**src/assert_macros.svh**
```systemverilog
// Assertion helpers for the RTL, included by min_priority_queue_core.sv.
`ifndef ASSERT_MACROS_SVH
`define ASSERT_MACROS_SVH

// Same-cycle implication, disabled while reset is low.
`define MPQ_ASSERT_NOW(label, clk, rst_n, ante, cons, msg) \
    label: assert property (@(posedge clk) disable iff (!rst_n) (ante) |-> (cons)) \
        else $error(msg);

// Next-cycle implication, disabled while reset is low.
`define MPQ_ASSERT_NEXT(label, clk, rst_n, ante, cons, msg) \
    label: assert property (@(posedge clk) disable iff (!rst_n) (ante) |=> (cons)) \
        else $error(msg);

`endif

```
**src/mpq_pkg.sv**
```systemverilog
package mpq_pkg;

    localparam int CAPACITY_DEF  = 16;
    localparam int KEY_BITS_DEF  = 32;
    localparam int PRIO_BITS_DEF = 16;

    typedef enum logic [1:0] {
        MODE_ENQ = 2'd0,
        MODE_DEQ = 2'd1,
        MODE_CHG = 2'd2,
        MODE_CLR = 2'd3
    } t_mode;

    typedef enum logic [1:0] {
        STAT_OK       = 2'd0,
        STAT_EMPTY    = 2'd1,
        STAT_NO_MATCH = 2'd2,
        STAT_FULL     = 2'd3
    } t_status;

    // Per-cell commands for one execute cycle.
    typedef struct packed {
        logic load;
        logic shift;
        logic chg;
    } t_cell_ctl;

endpackage

```
**src/mpq_in_if.sv**
```systemverilog
interface mpq_in_if #(
    parameter int KEY_BITS  = mpq_pkg::KEY_BITS_DEF,
    parameter int PRIO_BITS = mpq_pkg::PRIO_BITS_DEF
);
    logic                        valid;
    logic                        ready;
    mpq_pkg::t_mode              mode;
    logic [KEY_BITS-1:0]         key_value;
    logic signed [PRIO_BITS-1:0] prio_in;

    modport source (output valid, output mode, output key_value, output prio_in,
                    input ready);
    modport sink   (input valid, input mode, input key_value, input prio_in,
                    output ready);
endinterface

```
**src/mpq_out_if.sv**
```systemverilog
interface mpq_out_if #(
    parameter int KEY_BITS  = mpq_pkg::KEY_BITS_DEF,
    parameter int PRIO_BITS = mpq_pkg::PRIO_BITS_DEF,
    parameter int CNT_BITS  = $clog2(mpq_pkg::CAPACITY_DEF + 1)
);
    logic                        valid;
    logic                        ready;
    logic [KEY_BITS-1:0]         removed_value;
    mpq_pkg::t_status            status;
    logic [KEY_BITS-1:0]         head_value;
    logic signed [PRIO_BITS-1:0] head_prio;
    logic [CNT_BITS-1:0]         entry_count;
    logic                        is_empty;

    modport source (output valid, output removed_value, output status,
                    output head_value, output head_prio, output entry_count,
                    output is_empty, input ready);
    modport sink   (input valid, input removed_value, input status,
                    input head_value, input head_prio, input entry_count,
                    input is_empty, output ready);
endinterface

```
**src/mpq_cell.sv**
```systemverilog
module mpq_cell #(
    parameter int KEY_BITS  = mpq_pkg::KEY_BITS_DEF,
    parameter int PRIO_BITS = mpq_pkg::PRIO_BITS_DEF
) (
    input  logic                   i_clk,
    input  mpq_pkg::t_cell_ctl     i_ctl,
    input  logic [KEY_BITS-1:0]    i_key,
    input  logic [PRIO_BITS-1:0]   i_prio,
    input  logic [KEY_BITS-1:0]    i_next_value,
    input  logic [PRIO_BITS-1:0]   i_next_prio,
    input  logic                   i_found,
    output logic [KEY_BITS-1:0]    o_value,
    output logic [PRIO_BITS-1:0]   o_prio,
    output logic                   o_found
);
    import mpq_pkg::*;

    logic [KEY_BITS-1:0]  r_value, n_value;
    logic [PRIO_BITS-1:0] r_prio, n_prio;
    logic                 w_hit;

    // Qualifies when the value matches and the new priority is strictly lower.
    assign w_hit   = i_ctl.chg && (r_value == i_key) && ($signed(r_prio) > $signed(i_prio));
    assign o_found = i_found || w_hit;

    always_comb begin
        n_value = r_value;
        n_prio  = r_prio;
        if (i_ctl.load) begin
            n_value = i_key;
            n_prio  = i_prio;
        end else if (i_ctl.shift) begin
            // close the gap left by the removed entry
            n_value = i_next_value;
            n_prio  = i_next_prio;
        end else if (w_hit && !i_found) begin
            n_prio = i_prio;
        end
    end

    always_ff @(posedge i_clk) begin
        r_value <= n_value;
        r_prio  <= n_prio;
    end

    assign o_value = r_value;
    assign o_prio  = r_prio;

endmodule

```
**src/mpq_min_tree.sv**
```systemverilog
module mpq_min_tree #(
    parameter int CAPACITY  = mpq_pkg::CAPACITY_DEF,
    parameter int KEY_BITS  = mpq_pkg::KEY_BITS_DEF,
    parameter int PRIO_BITS = mpq_pkg::PRIO_BITS_DEF,
    localparam int IDX_BITS = $clog2(CAPACITY)
) (
    input  logic                   i_clk,
    input  logic                   i_rst_n,
    input  logic                   i_start,
    input  logic [CAPACITY-1:0]    i_occupied,
    input  logic [KEY_BITS-1:0]    i_value [CAPACITY],
    input  logic [PRIO_BITS-1:0]   i_prio  [CAPACITY],
    output logic                   o_done,
    output logic                   o_valid,
    output logic [KEY_BITS-1:0]    o_value,
    output logic [PRIO_BITS-1:0]   o_prio,
    output logic [IDX_BITS-1:0]    o_idx
);
    import mpq_pkg::*;

    localparam int LEVELS    = IDX_BITS;
    localparam int PAD       = 1 << IDX_BITS;
    localparam int STEP_BITS = $clog2(LEVELS + 1);

    typedef struct packed {
        logic                 valid;
        logic [KEY_BITS-1:0]  value;
        logic [PRIO_BITS-1:0] prio;
        logic [IDX_BITS-1:0]  idx;
    } t_node;

    // Keep the left node unless the right one is strictly smaller.
    function automatic t_node pick(t_node a, t_node b);
        logic b_less;
        b_less = b.valid && (!a.valid || ($signed(b.prio) < $signed(a.prio)) ||
                 ((b.prio == a.prio) && (b.value < a.value)));
        return b_less ? b : a;
    endfunction

    t_node                r_node [PAD];
    t_node                n_node [PAD];
    t_node                w_leaf [PAD];
    t_node                w_src  [PAD];
    logic                 r_busy;
    logic [STEP_BITS-1:0] r_left;

    always_comb begin
        for (int j = 0; j < PAD; j++) begin
            if (j < CAPACITY) begin
                w_leaf[j].valid = i_occupied[j];
                w_leaf[j].value = i_value[j];
                w_leaf[j].prio  = i_prio[j];
            end else begin
                w_leaf[j].valid = 1'b0;
                w_leaf[j].value = '0;
                w_leaf[j].prio  = '0;
            end
            w_leaf[j].idx = IDX_BITS'(j);
        end
    end

    // One tree level per cycle, folded onto the same node row.
    always_comb begin
        for (int j = 0; j < PAD; j++) begin
            w_src[j] = i_start ? w_leaf[j] : r_node[j];
        end
        for (int j = 0; j < PAD; j++) begin
            if (j < PAD / 2) begin
                n_node[j] = pick(w_src[2 * j], w_src[2 * j + 1]);
            end else begin
                n_node[j] = r_node[j];
            end
        end
    end

    always_ff @(posedge i_clk) begin
        if (i_start || (r_busy && (r_left != '0))) begin
            r_node <= n_node;
        end
    end

    always_ff @(posedge i_clk) begin
        if (!i_rst_n) begin
            r_busy <= 1'b0;
            r_left <= '0;
        end else if (i_start) begin
            r_busy <= 1'b1;
            r_left <= STEP_BITS'(LEVELS - 1);
        end else if (r_busy) begin
            if (r_left == '0) begin
                r_busy <= 1'b0;
            end else begin
                r_left <= r_left - STEP_BITS'(1);
            end
        end
    end

    assign o_done  = r_busy && (r_left == '0);
    assign o_valid = r_node[0].valid;
    assign o_value = r_node[0].value;
    assign o_prio  = r_node[0].prio;
    assign o_idx   = r_node[0].idx;

endmodule

```
**src/min_priority_queue_core.sv**
```systemverilog
// Flow: an accepted word executes on the cell row (EXEC), then the minimum-reduction tree
//   walks its levels, one level per cycle (START, REDUCE); CAPACITY rounds up to a power of
//   two. The reply is then registered for output, waiting in HOLD while the output stalls.
// A new word is accepted only in IDLE, after the previous reply has been loaded for output.
// Reset (synchronous, active low) empties the queue and clears control state;
//   entry contents stay undefined until written.
module min_priority_queue_core #(
    parameter int CAPACITY   = mpq_pkg::CAPACITY_DEF,
    parameter int KEY_BITS   = mpq_pkg::KEY_BITS_DEF,
    parameter int PRIO_BITS  = mpq_pkg::PRIO_BITS_DEF
) (
    input  logic        i_clk,
    input  logic        i_rst_n,
    mpq_in_if.sink      i_in,
    mpq_out_if.source   o_out
);
    import mpq_pkg::*;
    `include "assert_macros.svh"

    localparam int IDX_BITS = $clog2(CAPACITY);
    localparam int CNT_BITS = $clog2(CAPACITY + 1);

    typedef enum logic [4:0] {
        ST_IDLE   = 5'b00001,
        ST_EXEC   = 5'b00010,
        ST_START  = 5'b00100,
        ST_REDUCE = 5'b01000,
        ST_HOLD   = 5'b10000
    } t_state;

    t_state               r_state, n_state;
    t_mode                r_mode;
    logic [KEY_BITS-1:0]  r_key;
    logic [PRIO_BITS-1:0] r_prio;
    logic [CNT_BITS-1:0]  r_count, n_count;
    t_status              r_status, n_status;
    logic [KEY_BITS-1:0]  r_removed, n_removed;

    logic                 r_head_valid;
    logic [KEY_BITS-1:0]  r_head_value;
    logic [PRIO_BITS-1:0] r_head_prio;
    logic [IDX_BITS-1:0]  r_head_idx;

    logic                 r_out_valid;
    logic [KEY_BITS-1:0]  r_out_removed;
    t_status              r_out_status;
    logic [KEY_BITS-1:0]  r_out_head_value;
    logic [PRIO_BITS-1:0] r_out_head_prio;
    logic [CNT_BITS-1:0]  r_out_count;
    logic                 r_out_empty;

    logic                 w_accept, w_full, w_empty, w_exec, w_slot_free, w_out_load;
    t_cell_ctl            w_ctl       [CAPACITY];
    logic [CAPACITY-1:0]  w_occupied;
    logic [CAPACITY-1:0]  w_load_vec;
    logic [KEY_BITS-1:0]  w_cell_value[CAPACITY];
    logic [PRIO_BITS-1:0] w_cell_prio [CAPACITY];
    logic [CAPACITY:0]    w_found;

    logic                 w_tree_done, w_tree_valid;
    logic [KEY_BITS-1:0]  w_tree_value;
    logic [PRIO_BITS-1:0] w_tree_prio;
    logic [IDX_BITS-1:0]  w_tree_idx;

    logic                 w_hd_valid;
    logic [KEY_BITS-1:0]  w_hd_value;
    logic [PRIO_BITS-1:0] w_hd_prio;

    assign i_in.ready  = (r_state == ST_IDLE);
    assign w_accept    = i_in.valid && i_in.ready;
    assign w_full      = (r_count == CNT_BITS'(CAPACITY));
    assign w_empty     = (r_count == '0);
    assign w_exec      = (r_state == ST_EXEC);
    assign w_slot_free = !r_out_valid || o_out.ready;

    // ---- cell row ----
    assign w_found[0] = 1'b0;

    for (genvar gi = 0; gi < CAPACITY; gi++) begin : g_cell
        logic [KEY_BITS-1:0]  w_nv;
        logic [PRIO_BITS-1:0] w_np;

        assign w_occupied[gi] = (CNT_BITS'(gi) < r_count);
        assign w_ctl[gi].load  = w_exec && (r_mode == MODE_ENQ) && !w_full &&
                                 (CNT_BITS'(gi) == r_count);
        assign w_ctl[gi].shift = w_exec && (r_mode == MODE_DEQ) && !w_empty &&
                                 (IDX_BITS'(gi) >= r_head_idx);
        assign w_ctl[gi].chg   = w_exec && (r_mode == MODE_CHG) && w_occupied[gi];
        assign w_load_vec[gi]  = w_ctl[gi].load;

        if (gi == CAPACITY - 1) begin : g_last
            assign w_nv = '0;
            assign w_np = '0;
        end else begin : g_mid
            assign w_nv = w_cell_value[gi + 1];
            assign w_np = w_cell_prio[gi + 1];
        end

        mpq_cell #(
            .KEY_BITS  (KEY_BITS),
            .PRIO_BITS (PRIO_BITS)
        ) u_cell (
            .i_clk        (i_clk),
            .i_ctl        (w_ctl[gi]),
            .i_key        (r_key),
            .i_prio       (r_prio),
            .i_next_value (w_nv),
            .i_next_prio  (w_np),
            .i_found      (w_found[gi]),
            .o_value      (w_cell_value[gi]),
            .o_prio       (w_cell_prio[gi]),
            .o_found      (w_found[gi + 1])
        );
    end

    // ---- minimum search ----
    mpq_min_tree #(
        .CAPACITY  (CAPACITY),
        .KEY_BITS  (KEY_BITS),
        .PRIO_BITS (PRIO_BITS)
    ) u_tree (
        .i_clk      (i_clk),
        .i_rst_n    (i_rst_n),
        .i_start    (r_state == ST_START),
        .i_occupied (w_occupied),
        .i_value    (w_cell_value),
        .i_prio     (w_cell_prio),
        .o_done     (w_tree_done),
        .o_valid    (w_tree_valid),
        .o_value    (w_tree_value),
        .o_prio     (w_tree_prio),
        .o_idx      (w_tree_idx)
    );

    // ---- operation outcome ----
    always_comb begin
        n_count   = r_count;
        n_status  = STAT_OK;
        n_removed = '0;
        unique case (r_mode)
            MODE_ENQ: begin
                if (w_full) begin
                    n_status = STAT_FULL;
                end else begin
                    n_count = r_count + CNT_BITS'(1);
                end
            end
            MODE_DEQ: begin
                if (w_empty) begin
                    n_status = STAT_EMPTY;
                end else begin
                    n_removed = r_head_value;
                    n_count   = r_count - CNT_BITS'(1);
                end
            end
            MODE_CHG: begin
                if (!w_found[CAPACITY]) begin
                    n_status = STAT_NO_MATCH;
                end
            end
            MODE_CLR: begin
                n_count = '0;
            end
            default: begin
                n_count = r_count;
            end
        endcase
    end

    // ---- control ----
    assign w_out_load = ((r_state == ST_REDUCE) && w_tree_done && w_slot_free) ||
                        ((r_state == ST_HOLD) && w_slot_free);

    always_comb begin
        n_state = r_state;
        unique case (r_state)
            ST_IDLE:   if (w_accept) n_state = ST_EXEC;
            ST_EXEC:   n_state = ST_START;
            ST_START:  n_state = ST_REDUCE;
            ST_REDUCE: begin
                if (w_tree_done) begin
                    n_state = w_slot_free ? ST_IDLE : ST_HOLD;
                end
            end
            ST_HOLD:   if (w_slot_free) n_state = ST_IDLE;
            default:   n_state = ST_IDLE;
        endcase
    end

    always_ff @(posedge i_clk) begin
        if (!i_rst_n) begin
            r_state     <= ST_IDLE;
            r_count     <= '0;
            r_out_valid <= 1'b0;
        end else begin
            r_state <= n_state;
            if (w_exec) begin
                r_count <= n_count;
            end
            if (w_out_load) begin
                r_out_valid <= 1'b1;
            end else if (o_out.ready) begin
                r_out_valid <= 1'b0;
            end
        end
    end

    // ---- payload registers ----
    assign w_hd_valid = (r_state == ST_HOLD) ? r_head_valid : w_tree_valid;
    assign w_hd_value = (r_state == ST_HOLD) ? r_head_value : w_tree_value;
    assign w_hd_prio  = (r_state == ST_HOLD) ? r_head_prio  : w_tree_prio;

    always_ff @(posedge i_clk) begin
        if (w_accept) begin
            r_mode <= i_in.mode;
            r_key  <= i_in.key_value;
            r_prio <= i_in.prio_in;
        end
        if (w_exec) begin
            r_status  <= n_status;
            r_removed <= n_removed;
        end
        if ((r_state == ST_REDUCE) && w_tree_done) begin
            r_head_valid <= w_tree_valid;
            r_head_value <= w_tree_value;
            r_head_prio  <= w_tree_prio;
            r_head_idx   <= w_tree_idx;
        end
        if (w_out_load) begin
            r_out_removed    <= r_removed;
            r_out_status     <= r_status;
            r_out_head_value <= w_hd_valid ? w_hd_value : '0;
            r_out_head_prio  <= w_hd_valid ? w_hd_prio  : '0;
            r_out_count      <= r_count;
            r_out_empty      <= w_empty;
        end
    end

    assign o_out.valid         = r_out_valid;
    assign o_out.removed_value = r_out_removed;
    assign o_out.status        = r_out_status;
    assign o_out.head_value    = r_out_head_value;
    assign o_out.head_prio     = r_out_head_prio;
    assign o_out.entry_count   = r_out_count;
    assign o_out.is_empty      = r_out_empty;

    // ---- checks ----
    `MPQ_ASSERT_NOW(a_done_in_reduce, i_clk, i_rst_n, w_tree_done, (r_state == ST_REDUCE), "tree finished outside reduce")
    `MPQ_ASSERT_NOW(a_single_load, i_clk, i_rst_n, 1'b1, $onehot0(w_load_vec), "more than one cell loaded")
    `MPQ_ASSERT_NEXT(a_enq_grows, i_clk, i_rst_n, (w_exec && (r_mode == MODE_ENQ) && !w_full), (r_count == $past(r_count) + CNT_BITS'(1)), "enqueue did not grow count")
    `MPQ_ASSERT_NOW(a_head_matches_count, i_clk, i_rst_n, ((r_state == ST_REDUCE) && w_tree_done), (w_tree_valid == !w_empty), "minimum validity disagrees with count")

endmodule

```
**src/flat_wrapper.sv**
```systemverilog
// flat-port wrapper written by rule: the top's interface ports become plain ports
module min_priority_queue_core_flat import mpq_pkg::*;
#(
    parameter int CAPACITY   = mpq_pkg::CAPACITY_DEF,
    parameter int KEY_BITS   = mpq_pkg::KEY_BITS_DEF,
    parameter int PRIO_BITS  = mpq_pkg::PRIO_BITS_DEF
)
  (i_clk, i_rst_n, i_in_valid, i_in_mode, i_in_key_value, i_in_prio_in, i_in_ready, o_out_valid, o_out_removed_value, o_out_status, o_out_head_value, o_out_head_prio, o_out_entry_count, o_out_is_empty, o_out_ready);
  mpq_in_if #(.KEY_BITS(KEY_BITS), .PRIO_BITS(PRIO_BITS)) i_in_i ();
  mpq_out_if #(.KEY_BITS(KEY_BITS), .PRIO_BITS(PRIO_BITS)) o_out_i ();
  input  logic i_clk;
  input  logic i_rst_n;
  input wire logic [$bits(i_in_i.valid)-1:0] i_in_valid;
  input wire logic [$bits(i_in_i.mode)-1:0] i_in_mode;
  input wire logic [$bits(i_in_i.key_value)-1:0] i_in_key_value;
  input wire logic [$bits(i_in_i.prio_in)-1:0] i_in_prio_in;
  output wire logic [$bits(i_in_i.ready)-1:0] i_in_ready;
  output wire logic [$bits(o_out_i.valid)-1:0] o_out_valid;
  output wire logic [$bits(o_out_i.removed_value)-1:0] o_out_removed_value;
  output wire logic [$bits(o_out_i.status)-1:0] o_out_status;
  output wire logic [$bits(o_out_i.head_value)-1:0] o_out_head_value;
  output wire logic [$bits(o_out_i.head_prio)-1:0] o_out_head_prio;
  output wire logic [$bits(o_out_i.entry_count)-1:0] o_out_entry_count;
  output wire logic [$bits(o_out_i.is_empty)-1:0] o_out_is_empty;
  input wire logic [$bits(o_out_i.ready)-1:0] o_out_ready;
  assign i_in_i.valid = i_in_valid;
  assign i_in_i.mode = i_in_mode;
  assign i_in_i.key_value = i_in_key_value;
  assign i_in_i.prio_in = i_in_prio_in;
  assign i_in_ready = i_in_i.ready;
  assign o_out_valid = o_out_i.valid;
  assign o_out_removed_value = o_out_i.removed_value;
  assign o_out_status = o_out_i.status;
  assign o_out_head_value = o_out_i.head_value;
  assign o_out_head_prio = o_out_i.head_prio;
  assign o_out_entry_count = o_out_i.entry_count;
  assign o_out_is_empty = o_out_i.is_empty;
  assign o_out_i.ready = o_out_ready;
  min_priority_queue_core #(.CAPACITY(CAPACITY), .KEY_BITS(KEY_BITS), .PRIO_BITS(PRIO_BITS)) u_core (.i_clk(i_clk), .i_rst_n(i_rst_n), .i_in(i_in_i), .o_out(o_out_i));
endmodule
```
**config.mk**
```make
export PLATFORM = sky130hd
export DESIGN_NAME = min_priority_queue_core_flat
export DESIGN_NICKNAME = d
export VERILOG_FILES = /design/src/mpq_pkg.sv /design/src/mpq_in_if.sv /design/src/mpq_out_if.sv /design/src/mpq_cell.sv /design/src/mpq_min_tree.sv /design/src/min_priority_queue_core.sv /design/src/flat_wrapper.sv
export VERILOG_INCLUDE_DIRS = /design/src /design/src/src
export SDC_FILE = /design/constraint.sdc
export NUM_CORES = 2
export LEC_CHECK = 0
export ABC_AREA = 1
export BUFFER_PORTS_ARGS = -buffer_cell sky130_fd_sc_hd__clkbuf_2
export CAP_MARGIN = 10
export CORE_MARGIN = 10
export CORE_UTILIZATION = 50
export DETAILED_ROUTE_END_ITERATION = 6
export PLACE_DENSITY = 0.66
export SETUP_SLACK_MARGIN = 0.05
export SLEW_MARGIN = 20
export SYNTH_ARGS = -nofsm -noshare
export SYNTH_HDL_FRONTEND = slang
export SYNTH_SLANG_ARGS = --single-unit
export TNS_END_PERCENT = 1
```
**constraint.sdc**
```tcl
create_clock -name i_clk -period 13.2 [get_ports i_clk]
set_input_delay 2.64 -clock i_clk [delete_from_list [all_inputs] [get_ports i_clk]]
set_output_delay 2.64 -clock i_clk [all_outputs]
set_load 0.02 [all_outputs]
```
Word-level counts from Yosys, hierarchy flattened:

Cells that the tools add are included.

* memories kept: 0
* RAM bits: 0
* logic and storage cells: 565
* bits in latches: 0
* bits in read-only memories: 0
* register bits after elaboration: 1432

* div/mod/pow operators: 0
* shift-type cells: 0
* $lt $le $gt $ge: 64
* reductions and logical operators: 229
* multiply operators: 0
* $add $sub $neg: 3
* mux-type cells: 127
* equal/unequal tests: 54
* bitwise logic cells: 3

Operators by type and width (number)
* 53-bit two-way mux: 24
* 32-bit two-way mux: 33
* 16-bit two-way mux: 49
* 32-bit == test: 16
* 16-bit > comparator: 16
* 32-bit < comparator: 8
* 16-bit == test: 8
* 16-bit < comparator: 8
* 1-bit logical AND: 122
* 3-bit nonzero test: 18
* 4-bit by 5-bit == test with 1-bit output (first input constant): 8
* 4-bit by 5-bit < comparator with 1-bit output (first input constant): 8
* 2-bit nonzero test: 19
* 1-bit logical OR: 34
* 4-bit >= comparator (first input constant): 8
* 5-bit two-way mux: 6
* 1-bit zero test: 26
* 5-bit one-hot mux with 5 select lines: 1
* 3-bit by 5-bit == test with 1-bit output (first input constant): 4
* 3-bit by 5-bit < comparator with 1-bit output (first input constant): 4
* 3-bit by 4-bit >= comparator with 1-bit output (first input constant): 4
* 5-bit one-hot mux with 3 select lines: 1
* 2-bit by 5-bit == test with 1-bit output (first input constant): 2
* 5-bit == test (second input constant): 2
* other kinds (27): 51

Longest topological paths before layout:

* word-level depth: 24
* mapped depth: 26

Hierarchy:

A second synthesis with hierarchy kept.

* cell total of the unflattened synthesis: 11377
* area, all modules: 90636.9 um^2

By module, submodules not included
* mpq_cell: area each 3000.4 um^2, cells each 382, instances 16
* mpq_min_tree: area each 33308.2 um^2, cells each 4479, instances 1
* min_priority_queue_core: area each 9322.7 um^2, cells each 786, instances 1

Worst setup path after synthesis:

Ideal clock, no wire load.

* kind: reg2reg
* from: reg u_core.r_state[1]
* to: reg u_core.u_tree.r_node, in the netlist u_core.u_tree.o_prio[0], enable pin
* path slack: 3029 ps
* stages on the path, launching flop included: 9
* required time: 12445 ps
* period minus slack after synthesis: 10171 ps
* arrival time: 9416 ps
* path through: dfxtp_1 nor2_4 nand3_4 inv_2 clkbuf_1 clkbuf_1 clkbuf_1 nor2_1 inv_1

* longest elaborated chain between the ends: 2

Ends and longest elaborated chain
* start, declared: line min_priority_queue_core.sv:31 `t_state r_state, n_state;`
* start signal, assigned: line min_priority_queue_core.sv:196 `r_state <= n_state;`
* 5-bit by 3-bit == test with 1-bit output: line min_priority_queue_core.sv:124 `.i_start (r_state == ST_START),`
* named net u_core.u_tree.i_start: line mpq_min_tree.sv:9 `input logic i_start,`
* 1-bit logical OR: line mpq_min_tree.sv:77 `if (i_start || (r_busy && (r_left != '0))) begin`
* end signal, assigned: line mpq_min_tree.sv:78 `r_node <= n_node;`
* end, declared: line mpq_min_tree.sv:40 `t_node r_node [PAD];`

The timed path passes the listed nets, and every way through them passes these cells.
A chain may end at the register's enable or synchronous reset.

==> results.json <==
{
  "criticalPathCategory": "register to register",
  "drive_gt1_frac": 0.08747,
  "synth_xor_xnor_area_share": 0.03303,
  "synth_top_family_by_area": "simple AND/OR/NAND/NOR gates",
  "cts_buffers": 163,
  "num_vias": 67690,
  "num-nets-final": 9955,
  "finalWorstSetupSlack_ns": 6.841,
  "core-area_mm2": 0.1672,
  "r2r_start": "u_core.r_state[4]",
  "fp-row-count": 150,
  "final-hold-violation-count": 0,
  "start_util": 0.5027,
  "initialDrtViolationCount": 8103,
  "holdWs_ns": 0.4118,
  "synth-seq-cells": 1418,
  "vias_per_cell": 5.833,
  "synth_compound_area_frac": 0.1224,
  "htree_levels": 4,
  "grt_first_pass_wirelength_mm": 411.6,
  "wire_per_inst_um": 24.48,
  "cts_resized": 0,
  "syn_avg_cell_area_um2": 9.055,
  "netlist_area_mm2": 0.08407,
  "layout_worst_path_cycle_share": 0.4818,
  "synth_seq_area_share": 0.5047,
  "grt.total_usage": 0.2963,
  "final_cells": 11600,
  "gp_congestion": 0.9958,
  "clk_latency_ns": 0.83,
  "routed_wirelength_mm": 284.1,
  "setup_viol": 0,
  "netlist_instances": 9284,
  "clkSinkCount": 1418,
  "die-area_mm2": 0.1849,
  "die_w_um": 430.0,
  "place_inst": 11300,
  "die_y_um": 430.0,
  "async_flop_share": 0,
  "fillers": 14820,
  "maxSlewViolCount": 0,
  "hold_class": "register to register",
  "dp_hpwl_mm": 217.2,
  "crit_start": "u_core.r_state[4]",
  "cp-start-kind": "register",
  "clock_path_buffers": 3,
  "p_per_area_mw_per_mm2": 133.3,
  "tns_ns": 0,
  "min_period_ns": 6.359,
  "max_slew_margin": 0.1565,
  "synthAdderAreaFrac": 0.09510,
  "grt_pass1_vias": 64070,
  "fin_skew_ns": 0.03595,
  "synth_mux_area_frac": 0.0002679,
  "crit_path_end_kind": "register",
  "drtPass1Iterations": 6,
  "synth.distinct_cells": 63,
  "fmaxAchievable_ghz": 0.1573,
  "cts_tree": "built",
  "p_leak_uw": 0.04011,
  "grt_overflow": 0,
  "yosys_most_used_dff": "edfxtp_1",
  "drv_cap": 0,
  "synth-edff-count": 1403,
  "num_io_pins": 144,
  "cp_data_required_time_ns": 13.70,
  "portBuffers": 143,
  "syn_to_final_growth_pct": 9.735,
  "postRouteAntennaNets": 0,
  "pre_cts_ws_ns": 6.997,
  "syn_nets": 9977,
  "drc": 0,
  "cts-root-buf": "clkbuf_16",
  "post_cts_buffers": 0,
  "crit_fanout": 187,
  "rsz0062_at_grt": "false",
  "tightest_slew_ns": 1.254,
  "yosys.area_share.simple": 0.1773,
  "synth_warnings": 0,
  "path_clk_slew_ns": 0.06,
  "grt_max_degree": 188,
  "finalPower_uw": 12300,
  "arrival_ns": 6.86,
  "outcome": "completed",
  "hold_start": "u_core.r_removed[4]",
  "postCtsHoldBufs": 0,
  "antenna_found_initial": 11,
  "ir_drop_uv": 137.5
}
==> cells by family (layout without fill, tap and decap cells) <==
family                     after synthesis  count (layout)
adders and majority gates              639             639
DFF                                   1418            1418
muxes                                    2               2
xor gates and xnor gates               317             317
other                                    0               3
buffers and inverters                 1435            1548
and+or+nand+nor                       3535            3535
AOI/OAI and AO/OA                     1938            1938
==> state kept, by name, summed over array words and instances, names as in the netlist, 5 cells and up <==
signal and flops:
u_core.o_out.entry_count 5, u_core.o_out.head_value 32, u_core.r_key 32, u_core.g_cell.u_cell.o_prio 256, u_core.u_tree.o_prio 16, u_core.o_out.head_prio 16
u_core.u_tree.r_node 357, u_core.o_out.removed_value 32, u_core.u_tree.o_value 32, u_core.r_removed 32, u_core.g_cell.u_cell.o_value 512, u_core.r_head_value 32
u_core.r_prio 16, u_core.r_state 5, u_core.r_count 5, u_core.r_head_prio 16
==> path summary, 6_finish.rpt <==
check | to | slack (ns) | cells after the start
hold reg to reg | u_core.o_out.removed_value[4] | 0.41 | 0
setup reg to reg | u_core.u_tree.r_node[686] | 6.84 | 19
setup / recovery | u_core.u_tree.r_node[686] | 6.84 | 19
hold / removal | u_core.o_out.removed_value[4] | 0.41 | 0
==> per-stage QoR <==
stage            util  area, um^2
2_1_floorplan       -       84070
3_3_place_gp   0.5195       86870
3_5_place_dp   0.5195       86870
4_1_cts        0.5513       92190
5_1_grt        0.5517       92250
6_report       0.5517       92250
==> where the power goes <==
group | leakage (uW) | internal, uW | switching, uW | total, uW
combinational | 0.0249 | 672 | 1780 | 2450
sequential | 0.0126 | 5130 | 141 | 5280
clock | 0.00261 | 2680 | 1900 | 4580
total | 0.0401 | 8480 | 3820 | 12300
==> cell type report <==
cell class	instances	area, um^2	area share
Multi-Input combinational cell	6431	36240	0.3928
Clock buffer	208	4384	0.04752
Clock inverter	92	933.4	0.01012
Tap cell	2204	2758	0.02989
Sequential cell	1418	42430	0.4599
Antenna cell	3	7.507	0.00008138
Inverter	946	3566	0.03865
Timing Repair Buffer	302	1934	0.02097
==> synth_stat cells (all sizes together) (2+ instances only) <==
cell type | n | area, um^2
and3 | 4 | 25.02
a221o | 2 | 20.02
a221oi | 15 | 131.4
nor3b | 4 | 30.03
nand3b | 9 | 67.56
inv | 938 | 3523
o21a | 15 | 112.6
nor3 | 63 | 330.3
buf | 168 | 894.6
o2111ai | 13 | 113.9
nor2 | 476 | 1867
a211oi | 33 | 247.7
o311ai | 3 | 26.28
dfxtp | 15 | 300.3
ha | 639 | 7995
o221a | 2 | 22.52
a31o | 3 | 26.28
a31oi | 15 | 93.84
o211ai | 24 | 180.2
nand3 | 241 | 1239
a21o | 4 | 30.03
o21ai | 1301 | 6511
o21bai | 16 | 120.1
xnor2 | 122 | 1069
xor2 | 195 | 1708
o221ai | 13 | 113.9
clkbuf | 321 | 1205
nand2 | 2339 | 8790
or4 | 3 | 22.52
o31ai | 6 | 45.04
mux2 | 2 | 22.52
o22ai | 51 | 319.1
a2111oi | 10 | 87.58
clkinv | 8 | 30.03
nor4b | 4 | 41.29
a21oi | 405 | 2027
nand4 | 136 | 888.3
nor4 | 54 | 337.8
a41oi | 2 | 17.52
or2 | 200 | 1251
edfxtp | 1403 | 42130
==> worst max-delay path, cell delays in order (launching register included) <==
cell and delay (ns):
dfxtp_1 0.34, inv_1 0.11, nand3_4 0.61, buf_12 0.66, buf_4 0.74, buf_4 0.53
o21ai_0 0.21, ha_1 0.33, nand2_1 0.06, inv_1 0.06, nand3_1 0.06, a31oi_1 0.11
a2111oi_0 0.33, nand2_1 0.18, nand3_1 0.21, nand2_1 0.10, o211ai_1 0.15, nand2_4 0.60
nor2_1 0.35, a21oi_1 0.10
==> placed cells by master, fill, tap and decap left out, types with 10 or more instances in the layout <==
cell       synthesis  routed
clkbuf_2           0     143
nand4_1          130     130
ha_1             639     639
o21bai_1          16      16
nand2_1         2335    2328
a221oi_1          15      15
nor2_1           463     460
nand3_1          236     225
o221ai_1          13      13
o21ai_1           25      24
edfxtp_1        1403    1403
clkinv_2           0      32
nor3_1            60      57
o21a_1            15      15
inv_1            926     923
o21ai_0         1276    1272
dfxtp_1           15      15
nor4_1            54      54
nand3_2            4      11
a31oi_1           15      15
a2111oi_0         10      10
a211oi_1          33      33
o2111ai_1         13      13
inv_2             11      11
or2_2            200     200
clkbuf_1         321      37
buf_4             18     157
clkbuf_16          0     168
xor2_1           195     195
bufinv_16          0      17
o22ai_1           51      51
xnor2_1          122     122
o211ai_1          24      24
clkinv_1           8      39
a21oi_1          405     405
==> layer usage <==
layer,vias to the layer above,GRT usage,wire length [um]
met4,4,0.1595,17590
li1,31660,-,-
met2,3357,0.4487,121400
met1,32000,0.3981,116600
met3,671,0.06160,28450
met5,-,0,26
No activity file was read; power rests on OpenSTA's default activity.
